`src/sv/x64_instruction_byte_encoder_assert.svh`:
```
// Assertion macros for the x86-64 byte encoder.
// Expect a clock i_clk and an active-low reset i_rst_n in the using module.
`ifndef X64_INSTRUCTION_BYTE_ENCODER_ASSERT_SVH
`define X64_INSTRUCTION_BYTE_ENCODER_ASSERT_SVH

// Same-cycle implication, checked out of reset only.
`define X64E_ASSERT_NOW(lbl, ante, cons, msg) \
    lbl: assert property (@(posedge i_clk) disable iff (!i_rst_n) (ante) |-> (cons)) \
        else $error(msg);

// Next-cycle implication, checked out of reset only.
`define X64E_ASSERT_NEXT(lbl, ante, cons, msg) \
    lbl: assert property (@(posedge i_clk) disable iff (!i_rst_n) (ante) |=> (cons)) \
        else $error(msg);

`endif

```
`src/sv/x64e_pkg.sv`:
```
// Shared types and constants for the x86-64 byte encoder.
// No dependencies; the front, queue, back, top level and bench import this package.
package x64e_pkg;

    localparam int X64E_MAX_BYTES   = 10;
    localparam int X64E_QUEUE_DEPTH = 2;

    // Operation codes
    localparam logic [3:0] OP_NOP     = 4'd0;
    localparam logic [3:0] OP_PUSH    = 4'd1;
    localparam logic [3:0] OP_POP     = 4'd2;
    localparam logic [3:0] OP_MOV_IMM = 4'd3;
    localparam logic [3:0] OP_MOV     = 4'd4;
    localparam logic [3:0] OP_ADD     = 4'd5;
    localparam logic [3:0] OP_XOR     = 4'd6;
    localparam logic [3:0] OP_SUB_IMM = 4'd7;
    localparam logic [3:0] OP_LOAD    = 4'd8;
    localparam logic [3:0] OP_STORE   = 4'd9;

    // Operand sizes in bytes
    localparam logic [3:0] SZ_BYTE  = 4'd1;
    localparam logic [3:0] SZ_DWORD = 4'd4;
    localparam logic [3:0] SZ_QWORD = 4'd8;

    // Encoding bytes
    localparam logic [7:0] BYTE_NOP     = 8'h90;
    localparam logic [7:0] BYTE_PUSH    = 8'h50;
    localparam logic [7:0] BYTE_POP     = 8'h58;
    localparam logic [7:0] REX_W        = 8'h48;
    localparam logic [7:0] REX_WB       = 8'h49;
    localparam logic [7:0] REX_WR       = 8'h4C;
    localparam logic [7:0] REX_WRB      = 8'h4D;
    localparam logic [7:0] BYTE_MOV_IMM = 8'hB8;
    localparam logic [7:0] BYTE_ADD     = 8'h01;
    localparam logic [7:0] BYTE_XOR     = 8'h31;
    localparam logic [7:0] BYTE_GRP1    = 8'h81;
    localparam logic [7:0] BYTE_ESC     = 8'h0F;
    localparam logic [7:0] BYTE_MOVSX_B = 8'hBE;
    localparam logic [7:0] BYTE_MOVSXD  = 8'h63;
    localparam logic [7:0] BYTE_MOV_LD  = 8'h8B;
    localparam logic [7:0] BYTE_MOV_ST  = 8'h89;
    localparam logic [7:0] MODRM_REG    = 8'hC0;
    localparam logic [7:0] MODRM_SUB    = 8'hE8;
    localparam logic [7:0] MODRM_RBP32  = 8'h85;

    typedef logic [X64E_MAX_BYTES-1:0][7:0] t_bytes;

    // One classified instruction: byte 0 goes out first.
    typedef struct packed {
        logic       err;
        logic [3:0] len;
        t_bytes     bytes;
    } t_desc;

endpackage

```
`src/sv/x64e_instr_if.sv`:
```
// Instruction request channel and code byte channel.
// Depends on nothing; valid/ready handshake with a source and a sink side.
interface x64e_instr_if;
    logic               valid;
    logic               ready;
    logic [3:0]         operation;
    logic [3:0]         dest_reg;
    logic [3:0]         src_reg;
    logic [3:0]         size_bytes;
    logic signed [31:0] immediate;

    modport source (output valid, operation, dest_reg, src_reg, size_bytes, immediate,
                    input ready);
    modport sink   (input valid, operation, dest_reg, src_reg, size_bytes, immediate,
                    output ready);
endinterface

interface x64e_byte_if;
    logic       valid;
    logic       ready;
    logic [7:0] code_byte;
    logic       last_byte;
    logic       encode_error;

    modport source (output valid, code_byte, last_byte, encode_error, input ready);
    modport sink   (input valid, code_byte, last_byte, encode_error, output ready);
endinterface

```
`src/sv/x64e_front.sv`:
```
// Front end: accepts instruction requests and encodes them into byte descriptors.
// Depends on x64e_pkg and x64e_instr_if.
module x64e_front (
    input  logic               i_clk,
    input  logic               i_rst_n,
    x64e_instr_if.sink         i_instr,
    output logic               o_desc_valid,
    input  logic               i_desc_ready,
    output x64e_pkg::t_desc    o_desc
);
    import x64e_pkg::*;

    logic       r_valid;
    t_desc      r_desc;
    t_desc      n_desc;
    logic       accept;
    logic [3:0] d;
    logic [3:0] s;
    logic [3:0] sz;
    logic [31:0] imm;
    logic [7:0] modrm_rr;
    logic [7:0] modrm_mem;
    logic [7:0] rex_mem;
    logic       sz_ok;

    assign i_instr.ready = !r_valid || i_desc_ready;
    assign accept        = i_instr.valid && i_instr.ready;

    assign d   = i_instr.dest_reg;
    assign s   = i_instr.src_reg;
    assign sz  = i_instr.size_bytes;
    assign imm = unsigned'(i_instr.immediate);

    assign modrm_rr  = MODRM_REG | {2'b00, s[2:0], d[2:0]};
    assign modrm_mem = MODRM_RBP32 | {2'b00, d[2:0], 3'b000};
    assign rex_mem   = d[3] ? REX_WR : REX_W;
    assign sz_ok     = (sz == SZ_DWORD) || (sz == SZ_QWORD);

    always_comb begin
        // default: the error descriptor
        n_desc       = '0;
        n_desc.err   = 1'b1;
        n_desc.len   = 4'd1;
        unique case (i_instr.operation) inside
            OP_NOP: begin
                n_desc.err      = 1'b0;
                n_desc.bytes[0] = BYTE_NOP;
            end
            OP_PUSH, OP_POP: begin
                if (!d[3]) begin
                    n_desc.err      = 1'b0;
                    n_desc.bytes[0] = ((i_instr.operation == OP_PUSH) ? BYTE_PUSH : BYTE_POP)
                                      | {5'b00000, d[2:0]};
                end
            end
            OP_MOV_IMM: begin
                n_desc.err      = 1'b0;
                n_desc.len      = 4'd10;
                n_desc.bytes[0] = d[3] ? REX_WB : REX_W;
                n_desc.bytes[1] = BYTE_MOV_IMM | {5'b00000, d[2:0]};
                n_desc.bytes[2] = imm[7:0];
                n_desc.bytes[3] = imm[15:8];
                n_desc.bytes[4] = imm[23:16];
                n_desc.bytes[5] = imm[31:24];
            end
            OP_MOV: begin
                if (!d[3] && !s[3]) begin
                    n_desc.err      = 1'b0;
                    n_desc.len      = 4'd3;
                    n_desc.bytes[0] = REX_W;
                    n_desc.bytes[1] = BYTE_MOV_ST;
                    n_desc.bytes[2] = modrm_rr;
                end
            end
            OP_ADD: begin
                n_desc.err      = 1'b0;
                n_desc.len      = 4'd3;
                n_desc.bytes[0] = REX_W | {5'b00000, s[3], 1'b0, d[3]};
                n_desc.bytes[1] = BYTE_ADD;
                n_desc.bytes[2] = modrm_rr;
            end
            OP_XOR: begin
                if (!d[3] && !s[3] && sz_ok) begin
                    n_desc.err = 1'b0;
                    if (sz == SZ_QWORD) begin
                        n_desc.len      = 4'd3;
                        n_desc.bytes[0] = REX_W;
                        n_desc.bytes[1] = BYTE_XOR;
                        n_desc.bytes[2] = modrm_rr;
                    end else begin
                        n_desc.len      = 4'd2;
                        n_desc.bytes[0] = BYTE_XOR;
                        n_desc.bytes[1] = modrm_rr;
                    end
                end
            end
            OP_SUB_IMM: begin
                if (!d[3] && sz_ok) begin
                    n_desc.err = 1'b0;
                    if (sz == SZ_QWORD) begin
                        n_desc.len      = 4'd7;
                        n_desc.bytes[0] = REX_W;
                        n_desc.bytes[1] = BYTE_GRP1;
                        n_desc.bytes[2] = MODRM_SUB | {5'b00000, d[2:0]};
                        n_desc.bytes[3] = imm[7:0];
                        n_desc.bytes[4] = imm[15:8];
                        n_desc.bytes[5] = imm[23:16];
                        n_desc.bytes[6] = imm[31:24];
                    end else begin
                        n_desc.len      = 4'd6;
                        n_desc.bytes[0] = BYTE_GRP1;
                        n_desc.bytes[1] = MODRM_SUB | {5'b00000, d[2:0]};
                        n_desc.bytes[2] = imm[7:0];
                        n_desc.bytes[3] = imm[15:8];
                        n_desc.bytes[4] = imm[23:16];
                        n_desc.bytes[5] = imm[31:24];
                    end
                end
            end
            OP_LOAD: begin
                if (sz == SZ_BYTE) begin
                    n_desc.err      = 1'b0;
                    n_desc.len      = 4'd8;
                    n_desc.bytes[0] = rex_mem;
                    n_desc.bytes[1] = BYTE_ESC;
                    n_desc.bytes[2] = BYTE_MOVSX_B;
                    n_desc.bytes[3] = modrm_mem;
                    n_desc.bytes[4] = imm[7:0];
                    n_desc.bytes[5] = imm[15:8];
                    n_desc.bytes[6] = imm[23:16];
                    n_desc.bytes[7] = imm[31:24];
                end else if (sz_ok) begin
                    n_desc.err      = 1'b0;
                    n_desc.len      = 4'd7;
                    n_desc.bytes[0] = rex_mem;
                    n_desc.bytes[1] = (sz == SZ_DWORD) ? BYTE_MOVSXD : BYTE_MOV_LD;
                    n_desc.bytes[2] = modrm_mem;
                    n_desc.bytes[3] = imm[7:0];
                    n_desc.bytes[4] = imm[15:8];
                    n_desc.bytes[5] = imm[23:16];
                    n_desc.bytes[6] = imm[31:24];
                end
            end
            OP_STORE: begin
                n_desc.err      = 1'b0;
                n_desc.len      = 4'd7;
                n_desc.bytes[0] = rex_mem;
                n_desc.bytes[1] = BYTE_MOV_ST;
                n_desc.bytes[2] = modrm_mem;
                n_desc.bytes[3] = imm[7:0];
                n_desc.bytes[4] = imm[15:8];
                n_desc.bytes[5] = imm[23:16];
                n_desc.bytes[6] = imm[31:24];
            end
            default: begin
                n_desc.err = 1'b1;
            end
        endcase
    end

    always_ff @(posedge i_clk) begin
        if (!i_rst_n) begin
            r_valid <= 1'b0;
        end else if (accept) begin
            r_valid <= 1'b1;
        end else if (i_desc_ready) begin
            r_valid <= 1'b0;
        end
    end

    always_ff @(posedge i_clk) begin
        if (accept) begin
            r_desc <= n_desc;
        end
    end

    assign o_desc_valid = r_valid;
    assign o_desc       = r_desc;

endmodule

```
`src/sv/x64e_queue.sv`:
```
// Descriptor queue between the front and back ends.
// Depends on x64e_pkg; depth set by the DEPTH parameter.
module x64e_queue #(
    parameter int DEPTH = x64e_pkg::X64E_QUEUE_DEPTH
) (
    input  logic            i_clk,
    input  logic            i_rst_n,
    input  logic            i_push_valid,
    output logic            o_push_ready,
    input  x64e_pkg::t_desc i_push_desc,
    output logic            o_pop_valid,
    input  logic            i_pop_ready,
    output x64e_pkg::t_desc o_pop_desc
);
    import x64e_pkg::*;

    localparam int PW = (DEPTH > 1) ? $clog2(DEPTH) : 1;
    localparam int CW = $clog2(DEPTH + 1);

    t_desc         r_mem [DEPTH];
    logic [PW-1:0] r_wr;
    logic [PW-1:0] r_rd;
    logic [CW-1:0] r_count;
    logic          push;
    logic          pop;

    assign o_push_ready = (r_count != CW'(DEPTH));
    assign o_pop_valid  = (r_count != '0);
    assign push         = i_push_valid && o_push_ready;
    assign pop          = o_pop_valid && i_pop_ready;
    assign o_pop_desc   = r_mem[r_rd];

    always_ff @(posedge i_clk) begin
        if (!i_rst_n) begin
            r_wr    <= '0;
            r_rd    <= '0;
            r_count <= '0;
        end else begin
            if (push) begin
                r_wr <= (r_wr == PW'(DEPTH - 1)) ? '0 : r_wr + 1'b1;
            end
            if (pop) begin
                r_rd <= (r_rd == PW'(DEPTH - 1)) ? '0 : r_rd + 1'b1;
            end
            if (push && !pop) begin
                r_count <= r_count + 1'b1;
            end else if (pop && !push) begin
                r_count <= r_count - 1'b1;
            end
        end
    end

    always_ff @(posedge i_clk) begin
        if (push) begin
            r_mem[r_wr] <= i_push_desc;
        end
    end

endmodule

```
`src/sv/x64e_back.sv`:
```
// Back end: serialises descriptors into code bytes through an output register.
// Depends on x64e_pkg, x64e_byte_if and the assertion macro header.
module x64e_back (
    input  logic            i_clk,
    input  logic            i_rst_n,
    input  logic            i_desc_valid,
    output logic            o_desc_ready,
    input  x64e_pkg::t_desc i_desc,
    x64e_byte_if.source     o_code
);
    import x64e_pkg::*;

    logic       r_busy;
    t_desc      r_desc;
    logic [3:0] r_idx;
    logic       r_out_valid;
    logic [7:0] r_byte;
    logic       r_last;
    logic       r_err;

    t_desc      cur;
    logic [3:0] cur_idx;
    logic       have;
    logic       adv;
    logic       cur_last;

    // Work from the held descriptor, or straight from the queue head when idle
    assign cur      = r_busy ? r_desc : i_desc;
    assign cur_idx  = r_busy ? r_idx : 4'd0;
    assign have     = r_busy || i_desc_valid;
    assign adv      = have && (!r_out_valid || o_code.ready);
    assign cur_last = (cur_idx == cur.len - 4'd1);

    assign o_desc_ready = !r_busy && (!r_out_valid || o_code.ready);

    always_ff @(posedge i_clk) begin
        if (!i_rst_n) begin
            r_busy      <= 1'b0;
            r_out_valid <= 1'b0;
            r_idx       <= '0;
        end else begin
            if (adv) begin
                r_out_valid <= 1'b1;
                r_busy      <= !cur_last;
                r_idx       <= cur_idx + 4'd1;
            end else if (o_code.ready) begin
                r_out_valid <= 1'b0;
            end
        end
    end

    always_ff @(posedge i_clk) begin
        if (adv) begin
            r_byte <= cur.bytes[cur_idx];
            r_last <= cur_last;
            r_err  <= cur.err;
            if (!r_busy) begin
                r_desc <= i_desc;
            end
        end
    end

    assign o_code.valid        = r_out_valid;
    assign o_code.code_byte    = r_byte;
    assign o_code.last_byte    = r_last;
    assign o_code.encode_error = r_err;

`include "x64_instruction_byte_encoder_assert.svh"

    `X64E_ASSERT_NOW(a_err_alone, o_code.valid && o_code.encode_error, o_code.last_byte && (o_code.code_byte == 8'h00), "error beat must be a lone zero byte")
    `X64E_ASSERT_NOW(a_idx_range, r_busy, (r_idx != 4'd0) && (r_idx < r_desc.len), "byte index outside descriptor")
    `X64E_ASSERT_NEXT(a_stall_hold, r_out_valid && !o_code.ready, $stable(r_idx) && $stable(r_busy), "back end advanced while stalled")

endmodule

```
`src/sv/x64_instruction_byte_encoder.sv`:
```
// x86-64 instruction byte encoder, top level.
// Depends on x64e_pkg, x64e_instr_if, x64e_front, x64e_queue and x64e_back.
//
// Usage:
//   i_instr carries one instruction request per beat (operation, registers,
//   size, immediate). o_code returns its machine code one byte per beat, in
//   order, with last_byte on the final byte. An unsupported operation,
//   register or size gives a single beat: byte zero, last_byte and
//   encode_error set.
//   A request passes the front register, the queue and the back end's output
//   register before its first byte is valid. o_code moves one byte per cycle
//   while o_code.ready is high; an instruction of 1 to 10 bytes holds the
//   output until its last byte is taken; the back end's byte serialiser sets
//   this rate. The front end and queue keep taking requests while bytes drain,
//   so a request can be taken in consecutive cycles until the queue fills.
//   A stall on o_code holds the current beat; the queue absorbs up to
//   QUEUE_DEPTH encoded instructions plus one in the front register before
//   i_instr.ready drops.
//   Reset (synchronous, active low) empties the pipeline; nothing needs
//   clearing beyond the control flops.
module x64_instruction_byte_encoder #(
    parameter int QUEUE_DEPTH = x64e_pkg::X64E_QUEUE_DEPTH
) (
    input  logic         i_clk,
    input  logic         i_rst_n,
    x64e_instr_if.sink   i_instr,
    x64e_byte_if.source  o_code
);
    import x64e_pkg::*;

    // front -> queue
    logic  fq_valid;
    logic  fq_ready;
    t_desc fq_desc;
    // queue -> back
    logic  qb_valid;
    logic  qb_ready;
    t_desc qb_desc;

    // Classify and encode each request into a descriptor
    x64e_front u_front (
        .i_clk        (i_clk),
        .i_rst_n      (i_rst_n),
        .i_instr      (i_instr),
        .o_desc_valid (fq_valid),
        .i_desc_ready (fq_ready),
        .o_desc       (fq_desc)
    );

    // Decouple encoding from byte emission
    x64e_queue #(
        .DEPTH (QUEUE_DEPTH)
    ) u_queue (
        .i_clk        (i_clk),
        .i_rst_n      (i_rst_n),
        .i_push_valid (fq_valid),
        .o_push_ready (fq_ready),
        .i_push_desc  (fq_desc),
        .o_pop_valid  (qb_valid),
        .i_pop_ready  (qb_ready),
        .o_pop_desc   (qb_desc)
    );

    // Emit bytes one beat at a time
    x64e_back u_back (
        .i_clk        (i_clk),
        .i_rst_n      (i_rst_n),
        .i_desc_valid (qb_valid),
        .o_desc_ready (qb_ready),
        .i_desc       (qb_desc),
        .o_code       (o_code)
    );

endmodule

```
`src/flat_wrapper.sv`:
```
// flat-port wrapper written by rule: the top's interface ports become plain ports
module x64_instruction_byte_encoder_flat import x64e_pkg::*;
#(
    parameter int QUEUE_DEPTH = x64e_pkg::X64E_QUEUE_DEPTH
)
  (i_clk, i_rst_n, i_instr_valid, i_instr_operation, i_instr_dest_reg, i_instr_src_reg, i_instr_size_bytes, i_instr_immediate, i_instr_ready, o_code_valid, o_code_code_byte, o_code_last_byte, o_code_encode_error, o_code_ready);
  x64e_instr_if i_instr_i ();
  x64e_byte_if o_code_i ();
  input  logic i_clk;
  input  logic i_rst_n;
  input wire logic [$bits(i_instr_i.valid)-1:0] i_instr_valid;
  input wire logic [$bits(i_instr_i.operation)-1:0] i_instr_operation;
  input wire logic [$bits(i_instr_i.dest_reg)-1:0] i_instr_dest_reg;
  input wire logic [$bits(i_instr_i.src_reg)-1:0] i_instr_src_reg;
  input wire logic [$bits(i_instr_i.size_bytes)-1:0] i_instr_size_bytes;
  input wire logic [$bits(i_instr_i.immediate)-1:0] i_instr_immediate;
  output wire logic [$bits(i_instr_i.ready)-1:0] i_instr_ready;
  output wire logic [$bits(o_code_i.valid)-1:0] o_code_valid;
  output wire logic [$bits(o_code_i.code_byte)-1:0] o_code_code_byte;
  output wire logic [$bits(o_code_i.last_byte)-1:0] o_code_last_byte;
  output wire logic [$bits(o_code_i.encode_error)-1:0] o_code_encode_error;
  input wire logic [$bits(o_code_i.ready)-1:0] o_code_ready;
  assign i_instr_i.valid = i_instr_valid;
  assign i_instr_i.operation = i_instr_operation;
  assign i_instr_i.dest_reg = i_instr_dest_reg;
  assign i_instr_i.src_reg = i_instr_src_reg;
  assign i_instr_i.size_bytes = i_instr_size_bytes;
  assign i_instr_i.immediate = i_instr_immediate;
  assign i_instr_ready = i_instr_i.ready;
  assign o_code_valid = o_code_i.valid;
  assign o_code_code_byte = o_code_i.code_byte;
  assign o_code_last_byte = o_code_i.last_byte;
  assign o_code_encode_error = o_code_i.encode_error;
  assign o_code_i.ready = o_code_ready;
  x64_instruction_byte_encoder #(.QUEUE_DEPTH(QUEUE_DEPTH)) u_core (.i_clk(i_clk), .i_rst_n(i_rst_n), .i_instr(i_instr_i), .o_code(o_code_i));
endmodule
```
`config.mk`:
```
export PLATFORM = sky130hd
export DESIGN_NAME = x64_instruction_byte_encoder_flat
export DESIGN_NICKNAME = d
export VERILOG_FILES = /design/src/sv/x64e_pkg.sv /design/src/sv/x64e_instr_if.sv /design/src/sv/x64e_front.sv /design/src/sv/x64e_queue.sv /design/src/sv/x64e_back.sv /design/src/sv/x64_instruction_byte_encoder.sv /design/src/flat_wrapper.sv
export VERILOG_INCLUDE_DIRS = /design/src /design/src/sv
export SDC_FILE = /design/constraint.sdc
export NUM_CORES = 1
export LEC_CHECK = 0
export ABC_AREA = 1
export BUFFER_PORTS_ARGS = -buffer_cell sky130_fd_sc_hd__buf_2
export CAP_MARGIN = 20
export CORE_MARGIN = 2
export CORE_UTILIZATION = 50
export DETAILED_ROUTE_END_ITERATION = 8
export MAX_ROUTING_LAYER = met4
export PLACE_DENSITY = 0.75
export SLEW_MARGIN = 20
export SYNTH_ARGS = -nofsm -noshare
export SYNTH_HDL_FRONTEND = slang
export SYNTH_SLANG_ARGS = --single-unit
```
`constraint.sdc`:
```
create_clock -name i_clk -period 6.8 [get_ports i_clk]
set_clock_uncertainty 0.1 [all_clocks]
set_input_delay 1.02 -clock i_clk [delete_from_list [all_inputs] [get_ports i_clk]]
set_output_delay 1.02 -clock i_clk [all_outputs]
set_load 0.005 [all_outputs]
```
==> flow_metrics.env, run 1 <==
export IMPL_status="finished, final reports clean"
export IMPL_cts_sinks=313
export IMPL_placed_area_um2=14100
export IMPL_hold_class="reg2reg"
export IMPL_setup_viol=0
export IMPL_port_buffers=63
export IMPL_grt_max_degree=89
export IMPL_hold_viol=0
export IMPL_track_usage=0.221
export IMPL_first_pass_iters=5
export IMPL_postCtsSetupBuffers=0
export IMPL_max_freq_mhz=309
export IMPL_postRouteAntennaNets=0
export IMPL_post_cts_resized=0
export IMPL_synthArstFlopShare=0
export IMPL_p_leak_nw=6.19
export IMPL_swShare=0.332
export IMPL_slew_headroom=0.330
export IMPL_row_count=60
export IMPL_placed_cells=1582
export IMPL_syn2layout_area_growth_pct=12.2
export IMPL_seq_area_frac_synth=0.684
export IMPL_place_hpwl_um=20000
export IMPL_synth_fp_nets=1276
export IMPL_fin_area_um2=15200
export IMPL_comb_power_share=0.267
export IMPL_drt_iter0_drc=989
export IMPL_final_nets=1328
export IMPL_remaining_drc_errors=0
export IMPL_grt_overflow_total=0
export IMPL_peakVddDrop_uv=283
export IMPL_synth_distinct_cells=44
export IMPL_cts_hold_buf=0
export IMPL_fin_tns_setup_ps=0
export IMPL_wl_per_cell_um=18.7
export IMPL_p_switching_mw=2.22
export IMPL_fillCellCount=2129
export IMPL_clock_latency_ps=560
export IMPL_antenna_found_initial=0
export IMPL_tritoncts="done"
export IMPL_worstPathArrival_ps=3580
export IMPL_layout_commonest_cell="edfxtp_1"
export IMPL_crit_chain="inv_2 -> a21oi_4 -> inv_2 -> nor2_1 -> inv_1 -> ha_1 -> a21oi_1 -> o21ai_0 -> o21ai_0 -> a21oi_1"
export IMPL_wl_met2_um=14300
export IMPL_top_layer="met4"
export IMPL_synthFlopType="edfxtp_1"
export IMPL_final_cells=1638
export IMPL_totalWireLength_um=30600
export IMPL_min_period_ps=3240
export IMPL_cp_top_family="compound AO/OA/AOI/OAI gates"
export IMPL_tightest_slew_ps=1000
export IMPL_period_share=0.476
export IMPL_start_util=0.506
export IMPL_synth_cells=1221
export IMPL_core_area_um2=26800
export IMPL_seq_power_share=0.459
export IMPL_crit_type="reg2reg"
export IMPL_clk_path_buf_depth=3
export IMPL_grt_pass1_wl_um=47900
export IMPL_intPower_mw=4.47
export IMPL_drive_gt1_frac=0.135
export IMPL_powerDensity_nw_per_um2=439
export IMPL_drv_cap=0
export IMPL_yosysWarningCount=0
export IMPL_cp_num_buf_inv=3
export IMPL_cp_max_fo=35
export IMPL_grt_pass1_vias=8743
export IMPL_die_area_um2=28400
export IMPL_clk_pin_slew_ps=60
export IMPL_gp_congestion=0.901
export IMPL_worst_r2r_setup_slack_ps=3560
export IMPL_wl_met3_um=2450
export IMPL_crit_required_ps=7140
export IMPL_cp_slowest_cell="dfxtp_2"
export IMPL_cts_buffers=30
export IMPL_p_clk_frac=0.275
export IMPL_final_cell_mix="301 x edfxtp_1, 240 x nand2_1, 176 x nor2_1"
export IMPL_htree_levels=1
export IMPL_rsz0062_at_grt="false"
export IMPL_cts_root_buf="clkbuf_16"
export IMPL_synth_area_um2=13600
export IMPL_slew_viol_final=0
export IMPL_crit_path_start_kind="register"
export IMPL_die_width_um=169
export IMPL_die_h_um=169
export IMPL_num_vias=9178
export IMPL_crit_path_max_incr_delay_ps=810
export IMPL_synth_edff_count=301
export IMPL_ios=64
export IMPL_via_per_inst=5.60
export IMPL_syn_area_per_cell_um2=11.1
export IMPL_n_antenna_cell=0
export IMPL_wl_met1_um=13100
export IMPL_synth_seq_cells=313
export IMPL_cp_end_kind="register"
through the flow:
stage          utilization  hold slack (ps)  power, mW  setup slack, ps
3_3_place_gp         0.526              322       4.81             3570
5_1_grt              0.568              352       7.04             3280
4_1_cts              0.567              336       6.69             3510
6_report             0.568              335       6.69             3560
2_1_floorplan            -              321       4.30             2770
3_5_place_dp         0.526              332       4.86             3510
power groups by stage:
stage,Clock [mW],Sequential (mW),Combinational (mW)
6_report,1.84,3.07,1.78
5_1_grt,1.93,3.11,2.00
4_1_cts,1.85,3.07,1.77
3_5_place_dp,0,3.10,1.76
3_3_place_gp,0,3.09,1.72
2_1_floorplan,0,3.00,1.30
worst register-to-register path: cells and delay by family, from the launching register on:
kind                       cells  cell delay (ps)
AOI/OAI and AO/OA              5             1010
buffers and inverters          3              710
adders and majority gates      1              310
DFF                            1              810
and+or+nand+nor                1              180
flip-flops by register name, summed over array words and instances, names as in the netlist, 2 cells and up, named ones only:
signal and count:
u_core.u_back.o_code.code_byte 8, u_core.u_back.r_desc 84, u_core.u_back.r_idx 4, u_core.u_front.o_desc 69, u_core.u_queue.r_count 2, u_core.u_queue.r_mem 138
cell families (layout without fill, tap and decap cells):
family                     after synthesis  count (layout)  share of synthesized area
muxes                                    5               5                    0.00369
xor gates and xnor gates                 2               2                    0.00129
and+or+nand+nor                        494             494                      0.151
DFF                                    313             313                      0.684
adders and majority gates                3               3                    0.00277
buffers and inverters                  179             255                     0.0556
AOI/OAI and AO/OA                      225             225                      0.102
synthesized netlist by cell type (3+ instances only):
cell,count,area (um^2)
a21oi_1,87,435
a22oi_1,22,165
buf_1,3,11.3
buf_2,25,125
buf_4,5,37.5
buf_6,4,45.0
clkbuf_1,14,52.6
dfxtp_1,12,240
edfxtp_1,301,9040
ha_1,3,37.5
inv_1,117,439
inv_2,9,33.8
mux2i_1,5,50.1
nand2_1,241,905
nand2_2,6,37.5
nand3_1,38,190
nand4_1,5,31.3
nor2_1,178,668
nor2_2,7,43.8
o211ai_1,39,293
o21ai_0,55,275
o21ai_2,3,26.3
o22ai_1,4,25.0
o22ai_2,8,100
or2_2,7,43.8
cell type report:
type | count | area (um^2) | area share
Clock buffer | 35 | 791 | 0.0520
Clock inverter | 21 | 308 | 0.0202
Inverter | 128 | 482 | 0.0317
Multi-Input combinational cell | 729 | 3550 | 0.233
Sequential cell | 313 | 9280 | 0.610
Tap cell | 341 | 427 | 0.0280
Timing Repair Buffer | 71 | 379 | 0.0249
routing by layer:
layer / global-route usage / vias up
met1: 0.316 / 4379
li1: - / 4304
met5: - / -
met4: 0.0641 / 0
met3: 0.0295 / 48
met2: 0.336 / 447
path summary, 6_finish.rpt:
| path | start | to | cells after the start |
|---|---|---|---|
| worst max-delay path | u_core.u_back.r_busy | u_core.u_queue.r_count[1] | 10 |
| worst min-delay path | u_core.u_front.o_desc[14] | u_core.u_queue.r_mem[1][14] | 0 |
| worst max register to register | u_core.u_back.r_busy | u_core.u_queue.r_count[1] | 10 |
| worst min register to register | u_core.u_front.o_desc[14] | u_core.u_queue.r_mem[1][14] | 0 |
(Power assumes the default switching activity.)
==> run 2, diff against run 1 <==
PLACE_DENSITY = 0.78   (was 0.75)
clock period = 2.67 ns   (was 6.8 ns; I/O delays follow)
==> run 2 against run 1 <==
Compared with the run above: first-iteration DRC count rose by 2.6%; final cell count grew 0.98%; sequential share of layout area down 1.2 points; die area unchanged; via count rose by 0.19%; routed wire length shrank 0.72%; critical path type unchanged; largest power group unchanged; hold slack got worse by 280 ps; flip-flop and latch count stayed put.
==> flow_metrics.env, run 2 (synthesized netlist as in run 1, its figures left out) <==
export IMPL_htree_levels=1
export IMPL_crit_chain="inv_1 -> o21ai_0 -> inv_1 -> ha_4 -> a21oi_2 -> o21ai_1 -> o21ai_1 -> a21oi_1"
export IMPL_totalWireLength_um=30400
export IMPL_slew_viol_final=0
export IMPL_p_leak_nw=6.31
export IMPL_drive_gt1_frac=0.152
export IMPL_crit_path_start_kind="register"
export IMPL_cts_sinks=313
export IMPL_start_util=0.506
export IMPL_drv_cap=0
export IMPL_powerDensity_nw_per_um2=1120
export IMPL_cts_buffers=31
export IMPL_crit_path_max_incr_delay_ps=590
export IMPL_die_area_um2=28400
export IMPL_remaining_drc_errors=0
export IMPL_peakVddDrop_uv=862
export IMPL_cp_top_family="compound AO/OA/AOI/OAI gates"
export IMPL_row_count=60
export IMPL_setup_ws_ps=578
export IMPL_grt_pass1_vias=8798
export IMPL_largest_reg_flops=138
export IMPL_worstPathArrival_ps=2440
export IMPL_worst_hold_slack_ps=54.6
export IMPL_clk_path_buf_depth=3
export IMPL_cp_num_buf_inv=2
export IMPL_cts_hold_buf=0
export IMPL_postCtsSetupBuffers=0
export IMPL_placed_area_um2=14400
export IMPL_rsz0062_at_grt="false"
export IMPL_final_cell_mix="301 x edfxtp_1, 240 x nand2_1, 174 x nor2_1"
export IMPL_core_area_um2=26800
export IMPL_cp_slowest_cell="o21ai_0"
export IMPL_hold_class="in2reg"
export IMPL_hold_viol=0
export IMPL_clk_pin_slew_ps=70
export IMPL_post_route_util=0.579
export IMPL_syn2layout_area_growth_pct=14.5
export IMPL_n_antenna_cell=0
export IMPL_final_nets=1343
export IMPL_postRouteAntennaNets=0
export IMPL_place_hpwl_um=20000
export IMPL_post_cts_resized=0
export IMPL_grt_overflow_total=0
export IMPL_dpl_worst_slack_ps=488
export IMPL_max_freq_mhz=478
export IMPL_regMostFlops="u_core.u_queue.r_mem"
export IMPL_gp_congestion=0.906
export IMPL_min_period_ps=2090
export IMPL_via_per_inst=5.56
export IMPL_cts_root_buf="clkbuf_16"
export IMPL_track_usage=0.220
export IMPL_drt_iter0_drc=1015
export IMPL_slew_headroom=0.500
export IMPL_die_h_um=169
export IMPL_grt_max_degree=100
export IMPL_num_vias=9195
export IMPL_antenna_found_initial=0
export IMPL_crit_type="reg2reg"
export IMPL_status="finished, final reports clean"
export IMPL_setup_viol=0
export IMPL_port_buffers=63
export IMPL_wl_per_cell_um=18.4
export IMPL_ios=64
export IMPL_die_width_um=169
export IMPL_clock_latency_ps=550
export IMPL_tritoncts="done"
export IMPL_fin_area_um2=15500
export IMPL_cp_end_kind="register"
export IMPL_first_pass_iters=6
export IMPL_layout_commonest_cell="edfxtp_1"
export IMPL_tightest_slew_ps=742
export IMPL_cp_max_fo=3
export IMPL_crit_required_ps=3020
export IMPL_period_share=0.784
export IMPL_grt_pass1_wl_um=47700
==> run 2: cell types whose count changed in the layout (fill, tap and decap cells not counted), sizes merged <==
cell	change
bufinv	-1
clkinv	+1
clkinvlp	+1
buf	+14
inv	+1
==> run 2: worst register-to-register path: stages, from the launching register on <==
cell	delay, ps
dfxtp_1	360
inv_1	80
o21ai_0	590
inv_1	200
ha_4	300
a21oi_2	90
o21ai_1	80
o21ai_1	130
a21oi_1	50
==> run 2: metal layers <==
| metal | track usage | up-vias | routed length [um] |
|---|---|---|---|
| met5 | - | - | 0 |
| met4 | 0.0611 | 0 | 777 |
| met3 | 0.0311 | 59 | 2620 |
| met2 | 0.334 | 457 | 13800 |
| met1 | 0.313 | 4340 | 13100 |
| li1 | - | 4339 | - |
==> run 2: path summary, 6_finish.rpt <==
path                                                 from                           to  slack (ps)  cells past startpoint
worst max register to register  u_core.u_queue.r_count[1]    u_core.u_queue.r_count[1]         580                      8
worst min-delay path                i_instr_immediate[10]    u_core.u_front.o_desc[34]          50                      3
worst min register to register  u_core.u_front.o_desc[24]  u_core.u_queue.r_mem[1][24]         340                      0
worst max-delay path            u_core.u_queue.r_count[1]    u_core.u_queue.r_count[1]         580                      8
==> run 2: layout make-up <==
class,count,area [um^2]
clock buffers,35,791
well taps,341,427
clock inverters,23,312
fillers,2061,11300
multi-input cells,729,3570
inverters,128,484
flip-flops and latches,313,9280
repair buffers,85,656
==> run 2: metrics by stage <==
stage	instances	power (mW)	TNS (ps)
after CTS	1654	17.3	0
after global routing	1654	18.2	0
after floorplan	1221	11.0	-2110
after detailed placement	1596	12.6	0
final	1654	17.3	0
after global placement	1596	12.5	0
==> run 2: where the power goes <==
group | leakage [nW] | internal (mW) | switching, mW
registers | 3.00 | 7.19 | 0.527
logic | 2.77 | 1.54 | 3.42
clock network | 0.540 | 2.82 | 1.82
total | 6.31 | 11.5 | 5.77
